==> config.mk <==
export PLATFORM = sky130hd
export DESIGN_NAME = cfc_cell
export DESIGN_NICKNAME = d
export VERILOG_FILES = /design/src/hdl/cfc_cell.sv
export SDC_FILE = /design/constraint.sdc
export NUM_CORES = 1
export LEC_CHECK = 0
export BUFFER_PORTS_ARGS = -buffer_cell sky130_fd_sc_hd__buf_2
export CAP_MARGIN = 15
export CORE_ASPECT_RATIO = 2
export CORE_UTILIZATION = 44
export DETAILED_ROUTE_END_ITERATION = 6
export PLACE_DENSITY = 0.79
export SETUP_SLACK_MARGIN = 0.5
export SLEW_MARGIN = 20
export SYNTH_ARGS = -nofsm -noshare
export SYNTH_HDL_FRONTEND = slang
export SYNTH_SLANG_ARGS = --single-unit
==> constraint.sdc <==
create_clock -name clk -period 0.9 [get_ports clk]
set_input_delay 0.225 -clock clk [delete_from_list [all_inputs] [get_ports clk]]
set_output_delay 0.225 -clock clk [all_outputs]
set_load 0.02 [all_outputs]
==> src/hdl/cfc_cell.sv <==
// One window cell: holds a pixel and takes its neighbor's pixel on each shift.
`default_nettype none
module cfc_cell #(
    parameter int WIDTH = 48
) (
    input  wire logic             clk,
    input  wire logic             rst_n,
    input  wire logic             shift,
    input  wire logic [WIDTH-1:0] d,
    output logic      [WIDTH-1:0] q
);

    logic [WIDTH-1:0] pix_reg;

    // Advance the pixel one column on shift
    always_ff @(posedge clk or negedge rst_n)
    begin
        if (!rst_n)
        begin
            pix_reg <= '0;
        end
        else if (shift)
        begin
            pix_reg <= d;
        end
    end

    assign q = pix_reg;

endmodule
`default_nettype wire

### Word-level counts from Yosys, hierarchy flattened

Cells that the tools add are included.

* bits in registers: 48
* bits in latches: 0
* RAM bits: 0
* memory bits (read-only): 0
* input bits: 51
* output and inout port bits: 48
* logic and storage cells: 1
* memories: 0

* add/sub/neg operators: 0
* $mul: 0
* div/mod/pow operators: 0
* magnitude comparators: 0
* equal/unequal tests: 0
* shift-type cells: 0
* multiplexer cells: 0
* bitwise operators: 0
* reductions and logical operators: 0

### Longest topological paths before layout

* depth after elaboration: 0
* gate-level depth with buffers: 3
* gate-level depth less buffers: 1

### Worst setup path before layout

No wires, ideal clock.

* path type: input to register
* start point: in shift
* end point: reg pix_reg[26] (netlist: q[26])
* setup time: 125 ps
* arrival time: 803 ps
* data required time: 775 ps
* path slack: -28 ps
* cell stages on the path: 3
* buffers on the path: 2
* cell sequence: buf_6 -> buf_6 -> mux2_4

RTL lines
* start: declaration: line 8 `input wire logic shift,`
* end signal: assignment: line 20 `pix_reg <= '0;`
* end signal: assignment: line 24 `pix_reg <= d;`
* end: declaration: line 13 `logic [WIDTH-1:0] pix_reg;`

No word-level cell between the ends.

### Worst setup path after layout

* start point: reg pix_reg[12] (netlist: q[12])
* end point: out q[12]

RTL lines
* end: declaration: line 10 `output logic [WIDTH-1:0] q`

No word-level cell between the ends.

==> metrics.md <==
| Metric | Value |
|---|---|
| Worst-margin pin slew | `0.247 ns` |
| Mapped cell area | `1860 µm²` |
| Die W | `48.0 µm` |
| GRT Overall Usage | `19.0%` |
| Clock buffer depth | `2` |
| Ant. Diodes | `0` |
| Fmax | `0.927 GHz` |
| TritonCTS clock tree | `yes` |
| Period utilisation layout | `120%` |
| RD Place Congestion | `0.738` |
| Reg area | `1240 µm²` |
| DR DRC count | `0` |
| Synth Warn # | `0` |
| Most frequent cells in the layout | `buf_6, buf_2, dfrtp_2, mux2_2, mux2_4` |
| Vias | `1316` |
| Outcome | `finished, violations left` |
| Peak VDD IR | `1.56 mV` |
| Share of the yosys chip area belonging to registers | `64.6%` |
| Critical path capture point type | `primary output` |
| Drt total wl | `4.27 mm` |
| Io pins | `99` |
| Largest net degree at the start of global routing | `49` |
| Setup TNS | `-7.76 ns` |
| Vias in the first global route | `1354` |
| Share of the synthesized area in the top cell type | `64.6%` |
| HPWL Detailed | `2.68 mm` |
| Final Net Count | `274` |
| Mapped Cells | `101` |
| Worst r2r src | `q[29]$_DFFE_PN0P_` |
| Placed insts | `250` |
| Row count | `33` |
| Critical Path Slowest Stage Cell | `dfrtp_2` |
| Yosys top cell by area | `dfrtp_1` |
| Root Buffer | `clkbuf_8` |
| Htree depth | `2` |
| Worst Path Buf+Inv | `1` |
| IO Port Bufs | `98` |
| Crit path setup slack, layout | `-0.179 ns` |
| Largest delay share family, worst path | `flip-flops` |
| Clock Latency Late Sink | `0.28 ns` |
| Leak Pwr | `1.49 nW` |
| Hold WS | `-0.101 ns` |
| Synthesized flop and latch total | `48` |
| Area contributors post-synth | `dfrtp_1, mux2_2, mux2_4, buf_6, buf_2` |
| Critical Path Source Type | `flip-flop` |
| Final Hold Fails | `48` |
| ANT nets after route | `0` |
| Max Cap Viol | `0` |
| Max_slew headroom | `83.6%` |
| TritonCTS Sinks | `48` |
| Syn Area/Cell | `18.4 µm²` |
| CTS buffer count | `5` |
| Fin area | `3070 µm²` |
| Layout cells sized above 1 | `90.2%` |
| Tmin final | `1.08 ns` |
| Finished Layout Cells | `276` |
| Clock skew | `0 ns` |
| Final Setup Violations | `54` |
| Crit Path Category | `flip-flop to primary output` |
| Critical path data required time | `0.67 ns` |
| Arrival @ worst endpoint | `0.85 ns` |
| Placed Area | `2490 µm²` |
| Vias/cell | `4.77` |
| Area of the multi-input gates | `623 µm²` |
| Die area | `4510 µm²` |
| Post-Syn Nets | `152` |
| Critical Path Fanout Max | `2` |
| First-pass GRT wire length | `5.95 mm` |
| Reg clk slew, reported paths | `0.08 ns` |
| Filler cells | `254` |
| Count of unique library cells instantiated by Yosys | `5` |
| First-pass DRT Iterations | `4` |
| Max Slew Vio Count | `0` |
| Place WS | `-0.171 ns` |
| DR iter-0 viols | `8` |
| Power Density | `1730 nW/µm²` |
| Gr ovfl total | `0` |
| Initial antenna violation count | `0` |
| Core Region | `4090 µm²` |
| Area delta synth->final | `65.2%` |
| Crit-path max cell delay | `0.43 ns` |
| RSZ-0062 raised after global routing | `yes` |
| Max reg flops | `48` |
| CP Cell Sequence | `buf_6` |
| WL/cell | `15.5 µm` |
| Commonest non-fill, non-tap cell in the layout | `buf_6` |
| Initial Util | `45.5%` |
| Crit path launch | `q[12]$_DFFE_PN0P_` |
| Failing checks | `negative hold slack, negative setup slack` |
| Hold crit path type | `input pin to asynchronous set/reset pin` |
| Die height | `94.0 µm` |
## Yosys cell counts
master and count:
dfrtp_1 48, mux2_2 28, mux2_4 20, buf_6 3
buf_2 2
## final timing paths
kind                       slack, ns           endpoint  depth (start not counted)
min reg2reg                     0.53   q[7]$_DFFE_PN0P_                          1
max reg2reg                    -0.11  q[29]$_DFFE_PN0P_                          3
max in group asynchronous       0.76   q[0]$_DFFE_PN0P_                          2
min                            -0.10  q[13]$_DFFE_PN0P_                          2
max                            -0.18              q[12]                          1
min in group clk                0.16   q[7]$_DFFE_PN0P_                          2
## per-layer routing
| layer | up-vias | routed length [µm] | global-route usage, % |
|---|---|---|---|
| met1 | 653 | 1450 | 18.6 |
| met3 | 9 | 264 | 6.15 |
| met5 | - | 0 | 0 |
| met2 | 62 | 2460 | 33.8 |
| li1 | 592 | - | - |
| met4 | 0 | 98 | 7.64 |
## power breakdown
| part | internal [mW] | switching, mW |
|---|---|---|
| clock network | 0.627 | 0.634 |
| logic | 0.889 | 0.586 |
| registers | 2.40 | 0.171 |
## through the flow
step / hold WS, ns / util, % / power, mW
after floorplan: -0.0706 / - / 3.17
after global placement: 0.222 / 60.9 / 3.56
after global routing: -0.0875 / 75.2 / 5.54
after detailed placement: 0.226 / 60.9 / 3.59
after CTS: -0.0924 / 71.7 / 5.23
final: -0.101 / 75.2 / 5.30
## layout make-up
cell class              count  area share, %
flip-flops and latches     48           40.2
well taps                  52           2.12
clock buffers               8           2.93
repair buffers            120           34.4
multi-input cells          48           20.3
## cell families (layout without fill, tap and decap cells)
group	count (synthesis)	after routing	share of synthesized area (%)
DFF	48	48	64.6
buffers and inverters	5	128	2.35
muxes	48	48	33.1
## timing repair
item	in CTS	in global routing
buffers inserted	7	11
resized for setup	96	16
cloned	0	0
endpoints found under the hold margin	48	48
setup endpoints to repair	96	96
(Power assumes the default switching activity.)
