File: config.mk
export PLATFORM = sky130hd
export DESIGN_NAME = cfc_lane
export DESIGN_NICKNAME = d
export VERILOG_FILES = /design/src/hdl/cfc_pkg.sv /design/src/hdl/cfc_lane.sv
export SDC_FILE = /design/constraint.sdc
export NUM_CORES = 1
export LEC_CHECK = 0
export BUFFER_PORTS_ARGS = -buffer_cell sky130_fd_sc_hd__buf_2
export CORE_MARGIN = 2
export CORE_UTILIZATION = 39
export CTS_BUF_LIST = sky130_fd_sc_hd__clkbuf_2
export DETAILED_ROUTE_END_ITERATION = 10
export PLACE_DENSITY = 0.53
export SLEW_MARGIN = 30
export SYNTH_ARGS = -nofsm -noshare
export SYNTH_HDL_FRONTEND = slang
export SYNTH_SLANG_ARGS = --single-unit
File: constraint.sdc
create_clock -name clk -period 23.7 [get_ports clk]
set_clock_uncertainty 0.05 [all_clocks]
set_input_delay 2.37 -clock clk [delete_from_list [all_inputs] [get_ports clk]]
set_output_delay 2.37 -clock clk [all_outputs]
set_load 0.01 [all_outputs]
File: src/hdl/cfc_pkg.sv
// Shared types and constants of the 3x3 convolution filter.
`default_nettype none
package cfc_pkg;

    // Kernel selection
    typedef enum logic [1:0] {
        MODE_BLUR    = 2'd0,
        MODE_LAPLACE = 2'd1,
        MODE_SHARPEN = 2'd2,
        MODE_ZERO    = 2'd3
    } filt_mode_t;

    // Configuration register indexes
    typedef enum logic [2:0] {
        REG_WIDTH  = 3'd0,
        REG_HEIGHT = 3'd1,
        REG_MAXVAL = 3'd2,
        REG_MODE   = 3'd3,
        REG_COLOR  = 3'd4
    } cfg_reg_t;

    // Window positions that fall outside the image
    typedef struct packed {
        logic top;
        logic bottom;
        logic left;
        logic right;
    } mask_t;

    // Control carried along the pipeline with each transaction
    typedef struct packed {
        logic  emit;
        logic  last;
        mask_t mask;
    } stage_ctl_t;

    localparam int DATA_BITS      = 16;
    localparam int CFG_INDEX_BITS = 3;
    localparam int ACC_BITS       = 22;
    // floor(x / 9) == (x * DIV9_MULT) >> DIV9_SHIFT for x < 2**21
    localparam int DIV9_BITS      = 20;
    localparam int DIV9_SHIFT     = 23;
    localparam logic [DIV9_BITS-1:0] DIV9_MULT = 20'd932068;

endpackage
`default_nettype wire

File: src/hdl/cfc_lane.sv
// One channel lane: masked neighborhood sums, then kernel result and clamp.
`default_nettype none
module cfc_lane
    import cfc_pkg::*;
#(
    parameter int SB = 16
) (
    input  wire logic             clk,
    input  wire logic             capture,
    input  wire logic [SB-1:0]    win [9],
    input  wire mask_t            mask,
    input  wire filt_mode_t       mode,
    input  wire logic [15:0]      max_value,
    output logic      [15:0]      result
);

    logic [SB-1:0]   mv [9];
    logic [SB+3:0]   sum_next;
    logic [SB+1:0]   edge_next;
    logic [SB+3:0]   sum_reg;
    logic [SB+1:0]   edge_reg;
    logic [SB-1:0]   center_reg;
    logic [SB+DIV9_BITS+3:0]      prod;
    logic signed [ACC_BITS-1:0]   c_ext;
    logic signed [ACC_BITS-1:0]   e_ext;
    logic signed [ACC_BITS-1:0]   lap;
    logic signed [ACC_BITS-1:0]   val;

    // Drop neighbors outside the image and add up the neighborhood
    always_comb
    begin
        sum_next = '0;
        for (int i = 0; i < 9; i++)
        begin
            mv[i] = win[i];
            if ((i < 3 && mask.top) || (i > 5 && mask.bottom) ||
                (i % 3 == 0 && mask.left) || (i % 3 == 2 && mask.right))
            begin
                mv[i] = '0;
            end
            sum_next = sum_next + (SB+4)'(mv[i]);
        end
        edge_next = (SB+2)'(mv[1]) + (SB+2)'(mv[3]) + (SB+2)'(mv[5]) + (SB+2)'(mv[7]);
    end

    // Hold the sums for the result stage
    always_ff @(posedge clk)
    begin
        if (capture)
        begin
            sum_reg    <= sum_next;
            edge_reg   <= edge_next;
            center_reg <= mv[4];
        end
    end

    // Apply the kernel and clamp to [0, max_value]
    always_comb
    begin
        prod  = (SB+DIV9_BITS+4)'(sum_reg) * (SB+DIV9_BITS+4)'(DIV9_MULT);
        c_ext = $signed(ACC_BITS'(center_reg));
        e_ext = $signed(ACC_BITS'(edge_reg));
        lap   = (c_ext <<< 2) - e_ext;
        case (mode)
            MODE_BLUR:    val = $signed(ACC_BITS'(prod[DIV9_SHIFT +: SB+1]));
            MODE_LAPLACE: val = lap;
            MODE_SHARPEN: val = lap + c_ext;
            default:      val = '0;
        endcase
        if (val < 0)
        begin
            result = '0;
        end
        else if (val > $signed(ACC_BITS'(max_value)))
        begin
            result = max_value;
        end
        else
        begin
            result = val[15:0];
        end
    end

endmodule
`default_nettype wire

### Word-level counts from Yosys, hierarchy flattened

Cells that the tools add are included.

| operators by class | value |
|---|---|
| div/mod/pow operators | 0 |
| reduce and logical (&&, ||, !) cells | 5 |
| shift-type cells | 0 |
| bitwise logic cells | 0 |
| add/sub/neg operators | 13 |
| $lt $le $gt $ge | 2 |
| equality and inequality tests | 2 |
| multipliers | 1 |
| mux-type cells | 11 |

Operators by type and width:

| operator | number |
|---|---|
| two-way mux 16 bit | 10 |
| adder 20 x 16 -> 20 bit | 4 |
| case mux 22 bit (3 select lines) | 1 |
| multiplier 20 x 18 -> 38 bit, second input constant | 1 |
| adder 17 x 16 -> 18 bit | 2 |
| adder 16 x 16 -> 17 bit | 2 |
| adder 22 x 17 -> 22 bit | 1 |
| > comparator 22 x 17 -> 1 bit | 1 |
| < comparator 22 x 1 -> 1 bit, second input constant | 1 |
| adder 19 x 16 -> 20 bit | 1 |
| adder 18 x 16 -> 19 bit | 1 |
| subtractor 18 x 18 -> 19 bit | 1 |
| adder 18 x 16 -> 18 bit | 1 |
| logical OR 1 bit | 4 |
| equality test 2 x 1 -> 1 bit, second input constant | 1 |
| equality test 2 bit, second input constant | 1 |
| zero test 2 bit | 1 |

| word-level totals | value |
|---|---|
| memory bits (writable) | 0 |
| memory bits (read-only) | 0 |
| input port bits | 168 |
| register bits | 54 |
| bits in latches | 0 |
| logic and storage cells | 37 |
| memories | 0 |

### Longest topological paths before layout

| depth | value |
|---|---|
| depth in word-level cells | 10 |
| gate-level depth with buffers | 34 |
| mapped depth without buffers | 33 |

### Worst setup path after synthesis

Ideal clock, no wire load.

| timing path | value |
|---|---|
| path type | flip-flop to output port |
| start point | register sum_reg[3] |
| end point | output result[10] |
| required time | 21.280 ns |
| arrival time | 7.296 ns |
| stages on the path, launching flop included | 31 |
| setup slack | 13.984 ns |
| path through | edfxtp_1 inv_1 fa_1 inv_1 ha_1 inv_1 fa_1 inv_1 fa_1 fa_1 inv_1 fa_1 inv_1 ha_1 a21oi_1 o221ai_1 a21oi_1 a21bo_2 a211o_1 o31a_1 xnor2_1 o21ai_0 ha_1 and3_1 a221o_1 nand2_1 o2111ai_1 a221oi_2 nand4_4 buf_6 mux2_4 |

| between the ends | value |
|---|---|
| cells in the longest elaborated chain, start to end | 5 |

Ends and longest elaborated chain:

| what | line | text |
|---|---|---|
| start, declared | cfc_lane.sv:20 | `logic [SB+3:0] sum_reg;` |
| start signal, assigned | cfc_lane.sv:51 | `sum_reg <= sum_next;` |
| multiplier 20 x 18 -> 38 bit (*) | cfc_lane.sv:60 | `prod = (SB+DIV9_BITS+4)'(sum_reg) * (SB+DIV9_BITS+4)'(DIV9_MULT);` |
| case mux 22 bit (3 select lines) (*) | cfc_lane.sv:64 | `case (mode)` |
| > comparator 22 x 17 -> 1 bit | cfc_lane.sv:74 | `else if (val > $signed(ACC_BITS'(max_value)))` |
| two-way mux 16 bit | cfc_lane.sv:74 |  |
| two-way mux 16 bit (*) | cfc_lane.sv:70 | `if (val < 0)` |
| end, declared | cfc_lane.sv:14 | `output logic [15:0] result` |

Mark *: on every way between the ends. The rest lies on a longest branch, timed or not.

### Final worst setup path

| timing path | value |
|---|---|
| start point | register sum_reg[7] |
| end point | output result[3] |

Same word-level chain as after synthesis.

==> results by group <==
Outcome
  • Run status: finished clean

Routing
  • Drt pass-1 iters: 4
  • WL final: around 38 mm
  • Via Count: roughly 11k
  • # DRC: 0
  • Average via count per standard cell: between 4 and 5
  • DR iter-0 viols: roughly 360
  • Wire length per cell: around 17 um
  • Final ANT Viol Nets: 0

Global route
  • GR peak layer: met2
  • Largest net degree at the start of global routing: 55
  • GRT Resource Usage Total: 0.200
  • First-pass GRT wire length: between 60 and 70 mm
  • GRT met3 Usage: 0.0129
  • Met1 global-route usage: 0.291
  • Initial antenna violation count: 1
  • Met2 Resource Use GR: 0.336
  • Total grt overflow: 0
  • Vias in the first global route: roughly 12k

Worst hold path
  • Hold WC Path Type: in -> reg

Worst setup path
  • Critical path arrival: about 8.7 ns
  • Required @ worst endpoint: between 20 and 25 ns
  • CP max stage cell: edfxtp_1
  • Slowest stage delay, CP: around 0.56 ns
  • Worst setup path class: reg -> out
  • Crit end category: primary output
  • WP buf/inv: 5
  • Critical path peak fanout: 16
  • CP Launch Type: register
  • Cell mode on critical path: fa_1
  • Top delay family on crit path: adder cells

Floorplan
  • # rows: 71
  • Starting Density: 0.394
  • Top Ports: approximately 180
  • Core area: approximately 0.037 mm2
  • Die width: around 200 um
  • Die height: 198 um
  • Die Area: around 0.039 mm2

Final layout
  • Number of flip-flops in the largest register: 20
  • Filler cells: about 3.7k
  • Fin nets: between 2k and 2.5k
  • Design Area, Final: ~0.016 mm2
  • P&R area growth vs syn: 10.8%
  • Layout Cells excl Fill: roughly 2.2k
  • Final core occ: 0.436
  • Layout cell share with drive strength beyond 1: 0.134

Clock network
  • CTS buffer count: 5
  • # Post-CTS Setup Buffers: 0
  • Root Buffer: clkbuf_2
  • Worst-path clk slew: around 0.30 ns
  • Sink Count: 54
  • Hold-fix buffers, CTS: 0
  • H-Tree Depth: 2
  • Clk buf depth: 2
  • Post-cts sizing count: 0
  • CTS tree: built

Timing
  • Final worst path period share: 0.471
  • Worst-margin pin slew: a little under 0.8 ns
  • Setup Viol. Count Final: 0
  • Fin. Hold Viols: 0
  • Final Max Tran Viols: 0
  • RSZ-0062 raised after global routing: false
  • FMAX: 89.7 MHz
  • Setup_tns: 0 ns
  • Min Tclk post-route: roughly 11 ns
  • Slew HR: 0.486

Logic synthesis
  • Post-Syn Area: between 0.01 and 0.015 mm2
  • Netlist cell types: between 60 and 70
  • Gate Count Post-Synth: about 1.5k
  • Largest area contributor in the netlist: fa_1
  • Synth top area share: 0.317
  • Synth Warn #: 0
  • Most used DFF post-synth: edfxtp_1
  • Ys async rst share: 0
  • Seq/Total Area, Yosys: 0.110
  • Post-synthesis register bit count: 54
  • EDFF count, synth: 54
  • Syn avg cell area: roughly 9.8 um2
  • Syn_nets: about 2.1k
  • Area contributors post-synth: fa_1, ha_1, edfxtp_1

Flow run
  • Max_cap viols: 0

Place
  • Dpl hpwl: 34.1 mm
  • RePlAce Congestion: just under 0.9
  • Number of port buffers: around 180
  • Dpl cell area: about 0.016 mm2
  • Inst Count DP: ~2.2k
synth_stat cells (5+ instances only):
library cell,count
a211o_1,7
a211oi_1,14
a21boi_0,6
a21o_1,26
a21oi_1,64
a31oi_1,7
and2_1,78
and3_1,13
clkbuf_1,13
edfxtp_1,54
fa_1,233
ha_1,232
inv_1,329
mux2_2,5
mux2_4,9
nand2_1,46
nand2b_1,17
nand3_1,17
nor2_1,47
nor2b_1,67
nor3_1,9
o21a_1,14
o21ai_0,43
o21bai_1,8
o31ai_1,6
or3_1,8
xnor2_1,41
xor2_1,30
metal layers:
layer	wire length [um]	vias up
met3	1070	16
met4	282	0
met2	17400	197
met1	18900	5154
li1	-	5265
met5	0	-
worst paths after layout:
check                             from                  endpoint  slack (ns)  cells after the start
setup / recovery  sum_reg[7]$_DFFE_PP_                 result[3]       12.55                     28
hold / removal                 win[79]  center_reg[15]$_DFFE_PP_        2.03                      1
stage by stage:
step	hold slack [ns]	worst slack, ns
detailed placement	2.57	13.16
global placement	2.56	13.24
global route	1.97	12.00
floorplan	2.42	13.98
finish	2.03	12.55
CTS	1.99	12.49
logic make-up after synthesis:
group	Yosys count	synth area share
muxes	18	0.0158
AOI/OAI and AO/OA	239	0.109
buffers and inverters	344	0.0882
and+or+nand+nor	316	0.119
adders and majority gates	465	0.514
DFF	54	0.110
xor gates and xnor gates	72	0.0433
final cells by class:
| cell class | instances | area (um2) | share of cell area |
|---|---|---|---|
| timing repair buffer | 187 | 946 | 0.0580 |
| tap | 511 | 639 | 0.0392 |
| inverter | 329 | 1230 | 0.0757 |
| sequential | 54 | 1620 | 0.0995 |
| multi-input combinational | 1110 | 11800 | 0.724 |
| clock inverter | 3 | 28.8 | 0.00177 |
| antenna | 1 | 2.50 | 0.000153 |
| clock buffer | 5 | 25.0 | 0.00153 |
cell usage in the layout, fill, tap and decap left out, types with 26 or more instances in the layout:
| cell | netlist | routed |
|---|---|---|
| nand2_1 | 46 | 46 |
| o21ai_0 | 43 | 43 |
| nor2_1 | 47 | 45 |
| inv_1 | 329 | 329 |
| a21o_1 | 26 | 26 |
| edfxtp_1 | 54 | 54 |
| nor2b_1 | 67 | 67 |
| buf_2 | 0 | 183 |
| xnor2_1 | 41 | 41 |
| and2_1 | 78 | 78 |
| a21oi_1 | 64 | 64 |
| ha_1 | 232 | 232 |
| fa_1 | 233 | 233 |
| xor2_1 | 30 | 30 |
Power is left out: the tool's default activity adds up to more than one toggle a clock period on the data nets, which glitch-free logic cannot reach.
